$ cat config.mk
export PLATFORM = sky130hd
export DESIGN_NAME = fd_queue
export DESIGN_NICKNAME = d
export VERILOG_FILES = /design/src/hw/rtl/fd_pkg.sv /design/src/hw/rtl/fd_queue.sv
export SDC_FILE = /design/constraint.sdc
export NUM_CORES = 1
export LEC_CHECK = 0
export ABC_CLOCK_PERIOD_IN_PS = 3100
export CORE_ASPECT_RATIO = 1.1
export CORE_MARGIN = 10
export CORE_UTILIZATION = 60
export DETAILED_ROUTE_END_ITERATION = 12
export DONT_BUFFER_PORTS = 1
export HOLD_SLACK_MARGIN = 0.15
export PLACE_DENSITY = 0.76
export REMOVE_ABC_BUFFERS = 1
export SLEW_MARGIN = 15
export SYNTH_ARGS = -nofsm -noshare
export SYNTH_HDL_FRONTEND = slang
export SYNTH_SLANG_ARGS = --single-unit
export TNS_END_PERCENT = 10
$ cat constraint.sdc
create_clock -name clk -period 3.1 [get_ports clk]
set_input_delay 0.93 -clock clk [delete_from_list [all_inputs] [get_ports clk]]
set_output_delay 0.93 -clock clk [all_outputs]
set_load 0.01 [all_outputs]
$ cat src/hw/rtl/fd_pkg.sv
package fd_pkg;

  // Storage sizes of the block.
  localparam int MAX_TAPS       = 256;
  localparam int MAX_DECIMATION = 16;

  // Field widths of the input beats, the result beats and the configuration port.
  localparam int SAMPLE_W   = 16;
  localparam int COEF_W     = 18;
  localparam int TAP_IN_W   = 8;
  localparam int OUT_W      = 20;
  localparam int DEC_CFG_W  = 5;
  localparam int TAPS_CFG_W = 9;
  localparam int CFG_IDX_W  = 2;
  localparam int CFG_DATA_W = 9;

  // Derived widths.
  localparam int TAP_IDX_W  = $clog2(MAX_TAPS);
  localparam int TAP_CNT_W  = $clog2(MAX_TAPS + 1);
  localparam int PH_W       = (MAX_DECIMATION > 1) ? $clog2(MAX_DECIMATION) : 1;
  localparam int PROD_W     = SAMPLE_W + COEF_W;
  localparam int ACC_W      = PROD_W + TAP_IDX_W;
  localparam int FRAC_SHIFT = 17;
  localparam int QUOT_W     = ACC_W - FRAC_SHIFT;

  // Queue between the front and the back.
  localparam int QUEUE_DEPTH = 4;
  localparam int QPTR_W      = $clog2(QUEUE_DEPTH);
  localparam int QCNT_W      = $clog2(QUEUE_DEPTH + 1);

  // Command codes of an input beat.
  localparam logic CMD_SAMPLE = 1'b0;
  localparam logic CMD_COEF   = 1'b1;

  // Configuration register indexes.
  localparam logic [CFG_IDX_W-1:0] CFG_DECIMATION = 2'd0;
  localparam logic [CFG_IDX_W-1:0] CFG_TAP_COUNT  = 2'd1;

  // Reset values of the configuration registers.
  localparam logic [DEC_CFG_W-1:0]  DEC_RESET  = 5'd4;
  localparam logic [TAPS_CFG_W-1:0] TAPS_RESET = 9'd193;

  // One decoded work item passed from the front to the back.
  typedef struct packed {
    logic                        is_coef;
    logic                        emit;
    logic signed [SAMPLE_W-1:0]  sample;
    logic [TAP_IDX_W-1:0]        tap_idx;
    logic signed [COEF_W-1:0]    coef;
    logic [TAP_CNT_W-1:0]        taps;
  } fd_item_t;

  // Sequencer states of the back.
  typedef enum logic [1:0] {
    ST_IDLE,
    ST_RUN,
    ST_DRAIN
  } fd_state_t;

endpackage

$ cat src/hw/rtl/fd_queue.sv
module fd_queue (
  input  logic             clk,
  input  logic             rst_n,
  input  logic             push,
  input  fd_pkg::fd_item_t push_item,
  output logic             full,
  input  logic             pop,
  output fd_pkg::fd_item_t head_item,
  output logic             empty
);
  import fd_pkg::*;

  fd_item_t           slot_r [QUEUE_DEPTH];
  logic [QPTR_W-1:0]  wr_ptr_r, wr_ptr_nxt;
  logic [QPTR_W-1:0]  rd_ptr_r, rd_ptr_nxt;
  logic [QCNT_W-1:0]  count_r, count_nxt;

  assign full      = (count_r == QCNT_W'(QUEUE_DEPTH));
  assign empty     = (count_r == '0);
  assign head_item = slot_r[rd_ptr_r];

  // Pointer and fill count updates.
  always_comb begin
    wr_ptr_nxt = wr_ptr_r;
    rd_ptr_nxt = rd_ptr_r;
    count_nxt  = count_r;
    if (push) begin
      wr_ptr_nxt = (wr_ptr_r == QPTR_W'(QUEUE_DEPTH - 1)) ? '0 : wr_ptr_r + 1'b1;
    end
    if (pop) begin
      rd_ptr_nxt = (rd_ptr_r == QPTR_W'(QUEUE_DEPTH - 1)) ? '0 : rd_ptr_r + 1'b1;
    end
    if (push && !pop) begin
      count_nxt = count_r + 1'b1;
    end else if (pop && !push) begin
      count_nxt = count_r - 1'b1;
    end
  end

  always_ff @(posedge clk) begin
    if (!rst_n) begin
      wr_ptr_r <= '0;
      rd_ptr_r <= '0;
      count_r  <= '0;
    end else begin
      wr_ptr_r <= wr_ptr_nxt;
      rd_ptr_r <= rd_ptr_nxt;
      count_r  <= count_nxt;
    end
  end

  // Entry storage needs no reset.
  always_ff @(posedge clk) begin
    if (push) begin
      slot_r[wr_ptr_r] <= push_item;
    end
  end

  // The front must never push into a full queue or pop an empty one.
  assert property (@(posedge clk) disable iff (!rst_n) !(push && full && !pop))
    else $error("queue overflow");
  assert property (@(posedge clk) disable iff (!rst_n) pop |-> !empty)
    else $error("queue underflow");
  assert property (@(posedge clk) disable iff (!rst_n)
                   (push && !pop) |=> (count_r == $past(count_r) + 1'b1))
    else $error("queue count did not follow a push");

endmodule

Yosys cells after proc, flatten, opt, wreduce, memory -nomap -nowiden

Memory sizes are Yosys's and may differ from the RTL's. A register that Yosys moved wholly into a read port is not among the register bits.
Index checks and enable logic that the tools add are counted.

Logic and storage cells: 25
RAM bits: 212
Input port bits: 57
Memories kept: 1
Output and inout bits: 55
Bits in registers: 7

Muxes and demuxes: 8
Eq/ne operators: 3
Reduce and logical (&&, ||, !) cells: 6
$add $sub $neg: 4

Memory list:

| name   | depth | bits a word | rd ports | clocked after Yosys merged registers in | wr ports | RTL line       | RTL |
|---|---|---|---|---|---|---|---|
| slot_r | 4     | 53          | 1        | 1                                       | 1        | fd_queue.sv:13 | `fd_item_t slot_r [QUEUE_DEPTH];` |

Operators by type and width:

| kind                                              | number |
|---|---|
| 2-to-1 mux 2 bit                                  | 4 |
| 2-to-1 mux 3 bit                                  | 2 |
| adder 2 x 1 -> 2 bit (second input constant)      | 2 |
| == test 2 bit (second input constant)             | 2 |
| adder 3 x 1 -> 3 bit (second input constant)      | 1 |
| == test 3 bit (second input constant)             | 1 |
| logical NOT 3 bit                                 | 1 |
| subtractor 3 x 1 -> 3 bit (second input constant) | 1 |
| logical AND 1 bit                                 | 2 |
| logical NOT 1 bit                                 | 2 |
| 2-to-1 mux 1 bit                                  | 2 |
| nonzero test 2 bit                                | 1 |

Logic depth before layout (Yosys ltp)

Depth after elaboration: 4
Depth in mapped cells: 7
Gate-level depth less buffers: 7

Worst setup path after synthesis

No wires, ideal clock.

Kind: input -> register
From: input push
To: memory slot_r[0][0] (netlist bit) (enable)
Required time: 2.684 ns
Arrival: 2.191 ns
Path slack: 0.493 ns
Cell stages on the path: 1
Library setup time: 0.416 ns
Cells stage by stage: and2_1

Longest elaborated chain between the ends: 2

RTL lines:

| what                                   | RTL line       | RTL |
|---|---|---|
| from (decl)                            | fd_queue.sv:4  | `input logic push,` |
| 2-to-1 mux 1 bit                       | fd_queue.sv:54 | `if (push) begin` |
| 2-to-1 mux 1 bit (not written as such) | fd_queue.sv:55 | `slot_r[wr_ptr_r] <= push_item;` |
| to (decl)                              | fd_queue.sv:13 |  |

No other way between the ends.

==> results.yml <==
clocking:
  tritoncts: "built"
  ctsRootBufferMaster: "sky130_fd_sc_hd__clkbuf_16"
  tritoncts.num_buffers: 23
  clock_tree.htree_level_count: 1
  post_cts_resized: 0
  cts_sinks: 221
  ctsHoldBuffers: 0
  clk_transition_reported_paths_ps: 60
  cts_setup_buffers: 0
  worstSkewPairLatency_ps: 500
  cts_max_path_buffers: 3
hold_path:
  hold_start: "push_item[0]"
  min_delay_worst_endpoint: "slot_r[2][0]"
  min_delay_path_depth: 0
  hold_path_class: "primary input to flip-flop"
yosys:
  synth_top_area_cell: "sky130_fd_sc_hd__edfxtp_1"
  netlist_top_cells_area: "sky130_fd_sc_hd__edfxtp_1 78%, sky130_fd_sc_hd__mux4_2 14%, sky130_fd_sc_hd__dfxtp_1 2.2%"
  mappedNetlistArea_um2: 8170
  synth_cell_type_count: 23
  avgSynthCellArea_um2: 25.4
  ys_seq_area_share_pct: 80.1
  synth_seq_cells: 221
  synthesis.instances: 321
  synth.yosys.warnings: 0
  async_flop_share_pct: 0
  synth_top_area_share_pct: 77.9
  synth-edff-count: 212
  synthTopCellsByCount: "212 x sky130_fd_sc_hd__edfxtp_1, 50 x sky130_fd_sc_hd__mux4_2, 9 x sky130_fd_sc_hd__dfxtp_1, 6 x sky130_fd_sc_hd__ha_1"
  yosys.cell_count.top_type: "sky130_fd_sc_hd__edfxtp_1"
  ys.flop_type: "sky130_fd_sc_hd__edfxtp_1"
place:
  buffer_ports.inserted: 0
  hpwlAfterDp_um: 8440
  postPlaceCellArea_um2: 8380
  place.gp.congestion: 0.680
die:
  die_h_um: 142
  fp-row-count: 44
  die_w_um: 131
  die_area_um2: 18700
  initial_util_pct: 61.6
  io_pins: 112
  core_region_area_um2: 13300
sta:
  min_period_over_period_pct: 94.9
  setup-violations-final: 0
  max-slew-margin-rel_pct: 65.5
  max_freq_ghz: 0.340
  worstMarginPinSlew_ps: 517
  clock-skew-final_ps: 13.1
  finalHoldViolCount: 0
  slew_viol_final: 0
  rsz0062_at_grt: "no"
  min_period_ps: 2940
  timing.setup.tns_ps: 0
setup_path:
  critical_path_buf_inv_count: 1
  critical_path.top_delay_family: "multiplexers"
  worstReg2RegEnd: "slot_r[2][7]"
  critical_path.max_stage_delay_ps: 650
  start_kind: "flip-flop"
  worst_r2r_path_depth: 4
  cp_data_arrival_time_ps: 2010
  critical_path_class: "flip-flop to output pin"
  critical_path_peak_fanout: 24
  r2r_slack_ps: 1450
  crit_slowest_cell: "sky130_fd_sc_hd__mux4_1"
  crit_path_cell_chain: "buf_12, mux4_1"
  critPathRequiredTime_ps: 2170
  worst_r2r_startpoint: "wr_ptr_r[0]"
  timing.critical_path.to_type: "output pin"
drt:
  detail_route.iter0.violations: 186
  routedWlPerCell_um: 24.7
  drtAntennaViolNets: 0
  totalWireLength_um: 13500
  via_cell_ratio: 5.91
  first_pass_iters: 6
  drc: 0
  vias: 3225
finish:
  fin_area_um2: 9080
  share_of_post_route_cells_with_drive_strength_above_1_pct: 27.6
  nets: 410
  diodes: 0
  nFillCells: 822
  syn2layout_area_growth_pct: 11.2
global_routing:
  grt_pass1_vias: 3564
  global_route.usage.total_pct: 14.5
  grt_first_pass_wirelength_um: 21200
  initial_antenna_violation_count: 0
  grt_overflow_total: 0
  grt_max_degree: 40
power:
  cellLeakagePower_nw: 2.87
  power_density_nw_per_um2: 700
  worst_ir_drop_vdd_uv: 608
flow_run:
  maxCapViolCount: 0
status:
  result_of_the_run: "finished clean"
[report_power, final]
part | leakage, nW | internal (W) | switching, W | total, W
clock network | 0.340 | 0.00145 | 0.00103 | 0.00248
registers | 2.02 | 0.00342 | 0.0000466 | 0.00347
logic | 0.506 | 0.000175 | 0.000232 | 0.000408
[metrics by stage]
| step | utilization [%] | power (W) | setup WS (ps) | hold slack, ps | instances |
|---|---|---|---|---|---|
| after detailed placement | 63.2 | 0.00396 | 621 | 530 | 505 |
| after global placement | 63.2 | 0.00394 | 622 | 485 | 505 |
| after CTS | 68.4 | 0.00643 | 96.2 | 506 | 546 |
| final | 68.4 | 0.00636 | 157 | 521 | 546 |
| after floorplan | - | 0.00384 | -835 | 472 | 309 |
| after global routing | 68.4 | 0.00660 | 22.7 | 498 | 546 |
[final cells by class]
cell class | count | area (µm²) | area share [%]
sequential | 221 | 6550 | 72.2
multi-input combinational | 84 | 1470 | 16.2
clock buffer | 33 | 644 | 7.10
tap | 184 | 230 | 2.54
timing repair buffer | 12 | 115 | 1.27
clock inverter | 8 | 51.3 | 0.565
inverter | 4 | 15.0 | 0.165
[worst max path at each step]
stage	cells past startpoint	slack, ps	end	startpoint
floorplan	1	-830	head_item[33]	flip-flop
global placement	2	620	head_item[45]	flip-flop
detailed placement	2	620	head_item[33]	flip-flop
CTS	2	100	head_item[33]	flip-flop
global route	2	20	head_item[33]	flip-flop
finish	2	160	head_item[33]	flip-flop
[flip-flops by register name (all words and copies together), names as in the netlist, named ones only]
name	count
slot_r	212
count_r	3
rd_ptr_r	2
wr_ptr_r	2
[logic make-up (layout without fill, tap and decap cells)]
| logic type | Yosys count | count (layout) | synth area share [%] |
|---|---|---|---|
| flops | 221 | 221 | 80.1 |
| xor+xnor | 2 | 2 | 0.214 |
| buf+inv | 16 | 57 | 1.90 |
| fa+ha+maj | 7 | 7 | 1.16 |
| compound gates | 3 | 3 | 0.245 |
| simple gates | 15 | 15 | 1.10 |
| mux | 57 | 57 | 15.2 |
[per-layer routing]
metal / part of all wire (%) / GRT usage, %
met1: 38 / 17.2
met2: 51 / 23.9
met3: 9.9 / 6.78
met4: 1.2 / 3.34
met5: 0 / 0
[placed cells by master (no fill, tap or decap)]
master / instances
sky130_fd_sc_hd__mux4_1: 3
sky130_fd_sc_hd__o21a_1: 1
sky130_fd_sc_hd__dfxtp_2: 1
sky130_fd_sc_hd__nor2b_1: 5
sky130_fd_sc_hd__inv_6: 1
sky130_fd_sc_hd__and2_1: 1
sky130_fd_sc_hd__inv_1: 4
sky130_fd_sc_hd__clkbuf_16: 24
sky130_fd_sc_hd__nor3_1: 2
sky130_fd_sc_hd__a21boi_0: 1
sky130_fd_sc_hd__buf_4: 10
sky130_fd_sc_hd__clkinv_1: 1
sky130_fd_sc_hd__mux2i_1: 4
sky130_fd_sc_hd__nor3b_1: 1
sky130_fd_sc_hd__xor2_1: 1
sky130_fd_sc_hd__and2_2: 4
sky130_fd_sc_hd__clkinvlp_4: 1
sky130_fd_sc_hd__o21ai_0: 1
sky130_fd_sc_hd__edfxtp_1: 212
sky130_fd_sc_hd__buf_12: 2
sky130_fd_sc_hd__dfxtp_4: 1
sky130_fd_sc_hd__inv_8: 1
sky130_fd_sc_hd__mux4_2: 50
sky130_fd_sc_hd__fa_1: 1
sky130_fd_sc_hd__dfxtp_1: 7
sky130_fd_sc_hd__ha_1: 6
sky130_fd_sc_hd__xnor2_1: 1
sky130_fd_sc_hd__clkinv_2: 4
sky130_fd_sc_hd__or3_1: 1
sky130_fd_sc_hd__clkbuf_1: 8
sky130_fd_sc_hd__clkbuf_8: 1
sky130_fd_sc_hd__nor2_1: 1
Note: power is estimated with default switching activity, not from simulation.
