### config.mk
export PLATFORM = sky130hd
export DESIGN_NAME = fd_front
export DESIGN_NICKNAME = d
export VERILOG_FILES = /design/src/hw/rtl/fd_pkg.sv /design/src/hw/rtl/fd_front.sv
export SDC_FILE = /design/constraint.sdc
export NUM_CORES = 1
export LEC_CHECK = 0
export ABC_AREA = 1
export BUFFER_PORTS_ARGS = -buffer_cell sky130_fd_sc_hd__buf_2
export CAP_MARGIN = 0
export CORE_UTILIZATION = 38
export CTS_CLUSTER_DIAMETER = 200
export DETAILED_ROUTE_END_ITERATION = 16
export GPL_TIMING_DRIVEN = 0
export PLACE_DENSITY = 0.92
export SLEW_MARGIN = 20
export SYNTH_ARGS = -nofsm -noshare
export SYNTH_HDL_FRONTEND = slang
export SYNTH_SLANG_ARGS = --single-unit
### constraint.sdc
create_clock -name clk -period 1.42 [get_ports clk]
set_input_delay 0.071 -clock clk [delete_from_list [all_inputs] [get_ports clk]]
set_output_delay 0.071 -clock clk [all_outputs]
set_load 0.005 [all_outputs]
### src/hw/rtl/fd_pkg.sv
package fd_pkg;

  // Storage sizes of the block.
  localparam int MAX_TAPS       = 256;
  localparam int MAX_DECIMATION = 16;

  // Field widths of the input beats, the result beats and the configuration port.
  localparam int SAMPLE_W   = 16;
  localparam int COEF_W     = 18;
  localparam int TAP_IN_W   = 8;
  localparam int OUT_W      = 20;
  localparam int DEC_CFG_W  = 5;
  localparam int TAPS_CFG_W = 9;
  localparam int CFG_IDX_W  = 2;
  localparam int CFG_DATA_W = 9;

  // Derived widths.
  localparam int TAP_IDX_W  = $clog2(MAX_TAPS);
  localparam int TAP_CNT_W  = $clog2(MAX_TAPS + 1);
  localparam int PH_W       = (MAX_DECIMATION > 1) ? $clog2(MAX_DECIMATION) : 1;
  localparam int PROD_W     = SAMPLE_W + COEF_W;
  localparam int ACC_W      = PROD_W + TAP_IDX_W;
  localparam int FRAC_SHIFT = 17;
  localparam int QUOT_W     = ACC_W - FRAC_SHIFT;

  // Queue between the front and the back.
  localparam int QUEUE_DEPTH = 4;
  localparam int QPTR_W      = $clog2(QUEUE_DEPTH);
  localparam int QCNT_W      = $clog2(QUEUE_DEPTH + 1);

  // Command codes of an input beat.
  localparam logic CMD_SAMPLE = 1'b0;
  localparam logic CMD_COEF   = 1'b1;

  // Configuration register indexes.
  localparam logic [CFG_IDX_W-1:0] CFG_DECIMATION = 2'd0;
  localparam logic [CFG_IDX_W-1:0] CFG_TAP_COUNT  = 2'd1;

  // Reset values of the configuration registers.
  localparam logic [DEC_CFG_W-1:0]  DEC_RESET  = 5'd4;
  localparam logic [TAPS_CFG_W-1:0] TAPS_RESET = 9'd193;

  // One decoded work item passed from the front to the back.
  typedef struct packed {
    logic                        is_coef;
    logic                        emit;
    logic signed [SAMPLE_W-1:0]  sample;
    logic [TAP_IDX_W-1:0]        tap_idx;
    logic signed [COEF_W-1:0]    coef;
    logic [TAP_CNT_W-1:0]        taps;
  } fd_item_t;

  // Sequencer states of the back.
  typedef enum logic [1:0] {
    ST_IDLE,
    ST_RUN,
    ST_DRAIN
  } fd_state_t;

endpackage

### src/hw/rtl/fd_front.sv
module fd_front (
  input  logic                               clk,
  input  logic                               rst_n,
  input  logic                               in_valid,
  output logic                               in_ready,
  input  logic                               in_command,
  input  logic signed [fd_pkg::SAMPLE_W-1:0] in_sample_value,
  input  logic [fd_pkg::TAP_IN_W-1:0]        in_tap_index,
  input  logic signed [fd_pkg::COEF_W-1:0]   in_tap_value,
  input  logic                               cfg_valid,
  output logic                               cfg_ready,
  input  logic [fd_pkg::CFG_IDX_W-1:0]       cfg_index,
  input  logic [fd_pkg::CFG_DATA_W-1:0]      cfg_data,
  output logic                               q_push,
  output fd_pkg::fd_item_t                   q_item,
  input  logic                               q_full
);
  import fd_pkg::*;

  logic [DEC_CFG_W-1:0]  dec_cfg_r, dec_cfg_nxt;
  logic [TAPS_CFG_W-1:0] taps_cfg_r, taps_cfg_nxt;
  logic [PH_W-1:0]       phase_r, phase_nxt;
  logic [PH_W-1:0]       phase_reload;
  logic [TAP_CNT_W-1:0]  taps_eff;
  logic                  in_beat;
  logic                  is_coef;
  logic                  idx_ok;
  logic                  emit;

  assign cfg_ready = 1'b1;
  assign in_ready  = !q_full;
  assign in_beat   = in_valid && in_ready;
  assign is_coef   = (in_command == CMD_COEF);
  assign idx_ok    = (32'(in_tap_index) < MAX_TAPS);
  assign emit      = (phase_r == '0);

  // Register writes; indexes beyond the list are ignored.
  always_comb begin
    dec_cfg_nxt  = dec_cfg_r;
    taps_cfg_nxt = taps_cfg_r;
    if (cfg_valid && cfg_ready) begin
      case (cfg_index)
        CFG_DECIMATION: dec_cfg_nxt  = cfg_data[DEC_CFG_W-1:0];
        CFG_TAP_COUNT:  taps_cfg_nxt = cfg_data[TAPS_CFG_W-1:0];
        default: ;
      endcase
    end
  end

  // Clamp the configuration into the supported ranges.
  always_comb begin
    if (dec_cfg_r == '0) begin
      phase_reload = '0;
    end else if (32'(dec_cfg_r) > MAX_DECIMATION) begin
      phase_reload = PH_W'(MAX_DECIMATION - 1);
    end else begin
      phase_reload = PH_W'(dec_cfg_r - 1'b1);
    end
    if (taps_cfg_r == '0) begin
      taps_eff = TAP_CNT_W'(1);
    end else if (32'(taps_cfg_r) > MAX_TAPS) begin
      taps_eff = TAP_CNT_W'(MAX_TAPS);
    end else begin
      taps_eff = TAP_CNT_W'(taps_cfg_r);
    end
  end

  // Phase counter: reload on an output sample, count down otherwise.
  always_comb begin
    phase_nxt = phase_r;
    if (in_beat && !is_coef) begin
      phase_nxt = emit ? phase_reload : phase_r - 1'b1;
    end
  end

  // Classify the beat; out-of-range coefficient writes are dropped here.
  always_comb begin
    q_push         = in_beat && (!is_coef || idx_ok);
    q_item.is_coef = is_coef;
    q_item.emit    = !is_coef && emit;
    q_item.sample  = in_sample_value;
    q_item.tap_idx = TAP_IDX_W'(in_tap_index);
    q_item.coef    = in_tap_value;
    q_item.taps    = taps_eff;
  end

  always_ff @(posedge clk) begin
    if (!rst_n) begin
      dec_cfg_r  <= DEC_RESET;
      taps_cfg_r <= TAPS_RESET;
      phase_r    <= '0;
    end else begin
      dec_cfg_r  <= dec_cfg_nxt;
      taps_cfg_r <= taps_cfg_nxt;
      phase_r    <= phase_nxt;
    end
  end

endmodule

==> Word-level counts from Yosys, hierarchy flattened <==
Index checks and enable logic that the tools add are counted.
{ "totals": {"register_bits": 18, "input_bits": 59, "out_inout_bits": 56, "word_cells": 24} }
{ "op_classes": {"n_addsub": 2, "magnitude_cmp": 2, "eq_ne": 1, "muxes": 5, "reduce_logical": 11} }
{ "ops": {"columns": ["cell", "n"], "rows": [
  ["$mux W9", 2],
  ["$mux W4", 3],
  ["$gt A9 B9 Y1 const B", 1],
  ["$logic_not A9 Y1", 1],
  ["$sub A4 B1 Y4 const B", 2],
  ["$gt A5 B5 Y1 const B", 1],
  ["$logic_not A5 Y1", 1],
  ["$logic_not A4 Y1", 1],
  ["$reduce_and A2 Y1", 2],
  ["$logic_and A1 B1 Y1", 3],
  ["$eq A2 B1 Y1 const B", 1],
  ["$logic_not A1 Y1", 2],
  ["$logic_not A2 Y1", 1]
]} }

==> Longest topological paths before layout <==
{ "logic_depth": {"ltp_word": 4, "ltp_mapped": 8, "mapped_depth_nobuf": 8} }

==> Worst setup path before layout <==
Ideal clock, no wire load.
{ "synth_timing": {"kind": "reg2reg", "start": "reg phase_r[0]", "end": "reg phase_r[0]", "setup_time_ps": 122, "arrival_time_ps": 979, "required_time_ps": 1298, "slack_ps": 320, "stages_incl_launch_ff": 9, "n_path_buf": 0, "synth_period_minus_slack_ps": 1100, "cell_sequence": "dfxtp_1 -> inv_2 -> ha_1 -> nand3_4 -> clkinv_2 -> nand2_2 -> clkinv_2 -> nand2_1 -> a21oi_2"} }
{ "synth_via": {"elab_chain_len": 2, "word_cells_on_any_way": 3, "classes_between": "add/sub: 1; mux: 1; reduce/logical: 1"} }
{ "synth_rtl": {"columns": ["element", "line_no", "rtl"], "rows": [
  ["start: declaration", "fd_front.sv:22", "logic [PH_W-1:0] phase_r, phase_nxt;"],
  ["start signal: assignment", "fd_front.sv:95", "phase_r <= phase_nxt;"],
  ["$sub A4 B1 Y4 or $logic_not A4 Y1 (tied branches)", "fd_front.sv:72, fd_front.sv:35", null],
  ["$mux W4 (*)", "fd_front.sv:72", "phase_nxt = emit ? phase_reload : phase_r - 1'b1;"]
]} }
Mark *: on every way between the ends. The rest lies on a longest branch, timed or not.
A chain may end at the register's enable or synchronous reset.

==> qor.csv <==
stage;metric;value;unit
run_status;status;completed;
sta;setup tns final;0;ns
sta;skew final;0.0126;ns
critical_path;crit path buf inv count;2;
detailed_routing;Vias/cell;4.46;
critical_path;slowest stage cell, crit path;dfxtp_1;
detailed_routing;Routed WL;3.12;mm
power;sequential share of power;0.418;
global_routing;vias in the first global route;1056;
power;sw power;0.390;mW
global_routing;Total GRT Usage;0.140;
die;Die ar.;0.00382;mm2
place;worst slack at placement;0.235;ns
power;Comb power frac;0.329;
sta;Fmax;712;MHz
logic_synthesis;post-synth cell types;28;
critical_path;Crit Path Max Fanout;8;
place;IO buf count;71;
cts;CTS clk-pin slew, worst paths;0.12;ns
critical_path;crit path cell chain;inv_2 -> nand4_4 -> nor2_4 -> nor2_4 -> nor2_1 -> buf_2;
min_path;HP Start;cfg_data[8];
logic_synthesis;#FFs+latches synth;18;
die;Chip Width;61.8;um
detailed_routing;Routed WL per cell;10.1;um
layout;Non-Filler Instances;310;
die;Die H;61.8;um
power;Final Power;1.31;mW
layout;most frequent cells in the layout;buf_2 (71), buf_4 (48), dfxtp_1 (18);
layout;final net count;326;
detailed_routing;post-route antenna net violation count;0;
logic_synthesis;Post-Syn Area;0.00136;mm2
critical_path;critical path launch point;taps_cfg_r[3]$_SDFFE_PN0P_;
run;Max Cap Viol;0;
layout;fraction of layout cells with a size suffix above 1;0.610;
critical_path;Critical Path End Type;primary output;
power;Peak VDD IR;0.000570;V
detailed_routing;initial detailed-routing violation count;25;
die;core footprint;0.00339;mm2
die;I/O pin cnt;115;
global_routing;initial antenna violation count;0;
layout;most common cell after layout, fill and taps aside;buf_2;
cts;Worst-Skew Late Latency;0.31;ns
die;initial core utilization;0.401;
sta;count of pins over their slew limit;0;
power;leakage;1.00;nW
layout;final core occ;0.557;
sta;clock period minus worst slack;1.41;ns
cts;Inserted Clock Buffers;3;
sta;Final Setup Violations;0;
logic_synthesis;Synth Warn #;0;
place;Placed Instances;299;
die;# rows;21;
power;Switching Fraction;0.298;
power;Power Density;693;mW/mm2
place;gpl congestion;0.710;
sta;final hold vios;0;
detailed_routing;drt first pass iters;4;
layout;Layout area overhead;38.7;%
logic_synthesis;Net Count, Synth;243;
critical_path;Critical Path AT;1.33;ns
layout;fillers;310;
cts;clk sinks;18;
critical_path;reg2reg start;dec_cfg_r[0]$_SDFFE_PN0P_;
cts;Root Driver;clkbuf_4;
critical_path;Critical Path Start Type;flip-flop;
critical_path;Req. time, crit path;1.35;ns
critical_path;top cell family by delay on the critical path;simple AND/OR/NAND/NOR gates;
logic_synthesis;cell count after synthesis;182;
global_routing;GRT overflow;0;
global_routing;first-pass GRT wire length;3.93;mm
cts;Clock Path Buffers;2;
layout;ant diodes;0;
critical_path;Critical Setup Path Class;flip-flop to primary output;
detailed_routing;via count;1382;
global_routing;largest net degree at the start of global routing;11;
sta;setup ws final;0.0146;ns
detailed_routing;# DRC;0;
sta;Hold WS;0.0135;ns
logic_synthesis;Post-Syn Area per Cell;7.47;um2
power;clock share of power;0.254;
cts;H-tree levels;1;
min_path;Hold Path Class;input port to flip-flop;
cts;CTS tree;yes;
critical_path;most used cell, CP;nor2_4;
place;dpl hpwl;2.33;mm
layout;Non-Filler Cell Area, Final;0.00189;mm2
sta;period utilization;0.990;
logic_synthesis;share of the yosys chip area belonging to registers;0.265;
power;Int Pwr;0.918;mW
critical_path;CP max stage delay;0.33;ns
place;placed cell area;0.00177;mm2
[worst reg2reg max path: stages (launching register included)]
cell and delay [ns]:
dfxtp_1 0.36, inv_1 0.09, ha_1 0.25, o21ai_0 0.19, nor2_1 0.06, nand3_1 0.08, nand2_1 0.05, nor2_1 0.09
[cells in the mapped netlist]
master	n	share of area
dfxtp_1	18	0.26
nand3_4	1	0.013
nand3_2	2	0.015
inv_4	1	0.0046
o21ai_2	2	0.013
clkbuf_1	1	0.0028
nand2_4	1	0.0083
nand3_1	6	0.022
inv_1	22	0.061
o21ai_0	10	0.037
nor2_2	4	0.018
nor2_4	3	0.025
a21oi_2	4	0.026
conb_1	1	0.0028
buf_6	2	0.017
a31oi_1	1	0.0046
ha_1	2	0.018
o31ai_1	1	0.0055
nor2_1	11	0.030
nand2_1	15	0.041
inv_2	4	0.011
clkinv_2	2	0.0074
nand4_2	2	0.018
o211ai_1	4	0.022
o21ai_1	4	0.015
nand2_2	3	0.014
a21oi_1	11	0.040
buf_4	44	0.24
[sequential cells by signal (all words and copies together), names as in the netlist]
name and cells:
dec_cfg_r 5, taps_cfg_r 9, phase_r 4
[repair_timing]
item                                   CTS  global route
setup endpoints to repair                0             8
hold buffers                             3             0
endpoints found under the hold margin    3             0
setup buffers                            0             4
gates resized for setup                  0             9
[power groups by stage]
| stage | registers [mW] | clock network [mW] | logic [mW] |
|---|---|---|---|
| finish | 0.546 | 0.332 | 0.430 |
| global route | 0.550 | 0.356 | 0.483 |
| CTS | 0.544 | 0.336 | 0.414 |
| detailed placement | 0.555 | 0 | 0.406 |
| global placement | 0.554 | 0 | 0.395 |
| floorplan | 0.553 | 0 | 0.273 |
[cell type report]
| class | instances | area, um2 | area share |
|---|---|---|---|
| Timing Repair Buffer | 78 | 415 | 0.220 |
| Multi-Input combinational cell | 88 | 547 | 0.290 |
| Buffer | 47 | 357 | 0.189 |
| Tap cell | 46 | 57.6 | 0.0305 |
| Clock buffer | 4 | 36.3 | 0.0192 |
| Inverter | 29 | 114 | 0.0603 |
| Sequential cell | 18 | 360 | 0.191 |
[final timing paths]
kind | endpoint | slack, ns | cells past startpoint
max | q_item[7] | 0.01 | 6
min | taps_cfg_r[8]$_SDFFE_PN0P_ | 0.01 | 3
max reg2reg | phase_r[2]$_SDFFE_PN0P_ | 0.19 | 7
min reg2reg | dec_cfg_r[1]$_SDFFE_PN0P_ | 0.49 | 2
[kinds of logic (layout without fill, tap and decap cells)]
group,Yosys count,count (layout),share of synthesized area
AOI/OAI and AO/OA,37,37,0.163
adders and majority gates,2,2,0.0184
buffers and inverters,76,158,0.346
DFF,18,18,0.265
other,1,1,0.00276
and+or+nand+nor,48,48,0.205
[metal layers]
layer	GRT usage	share of wire	up-vias
li1	-	-	697
met1	0.145	0.38	598
met2	0.270	0.54	82
met3	0.0186	0.064	5
met4	0.0762	0.020	0
met5	0	0	-
(Power assumes the default switching activity.)
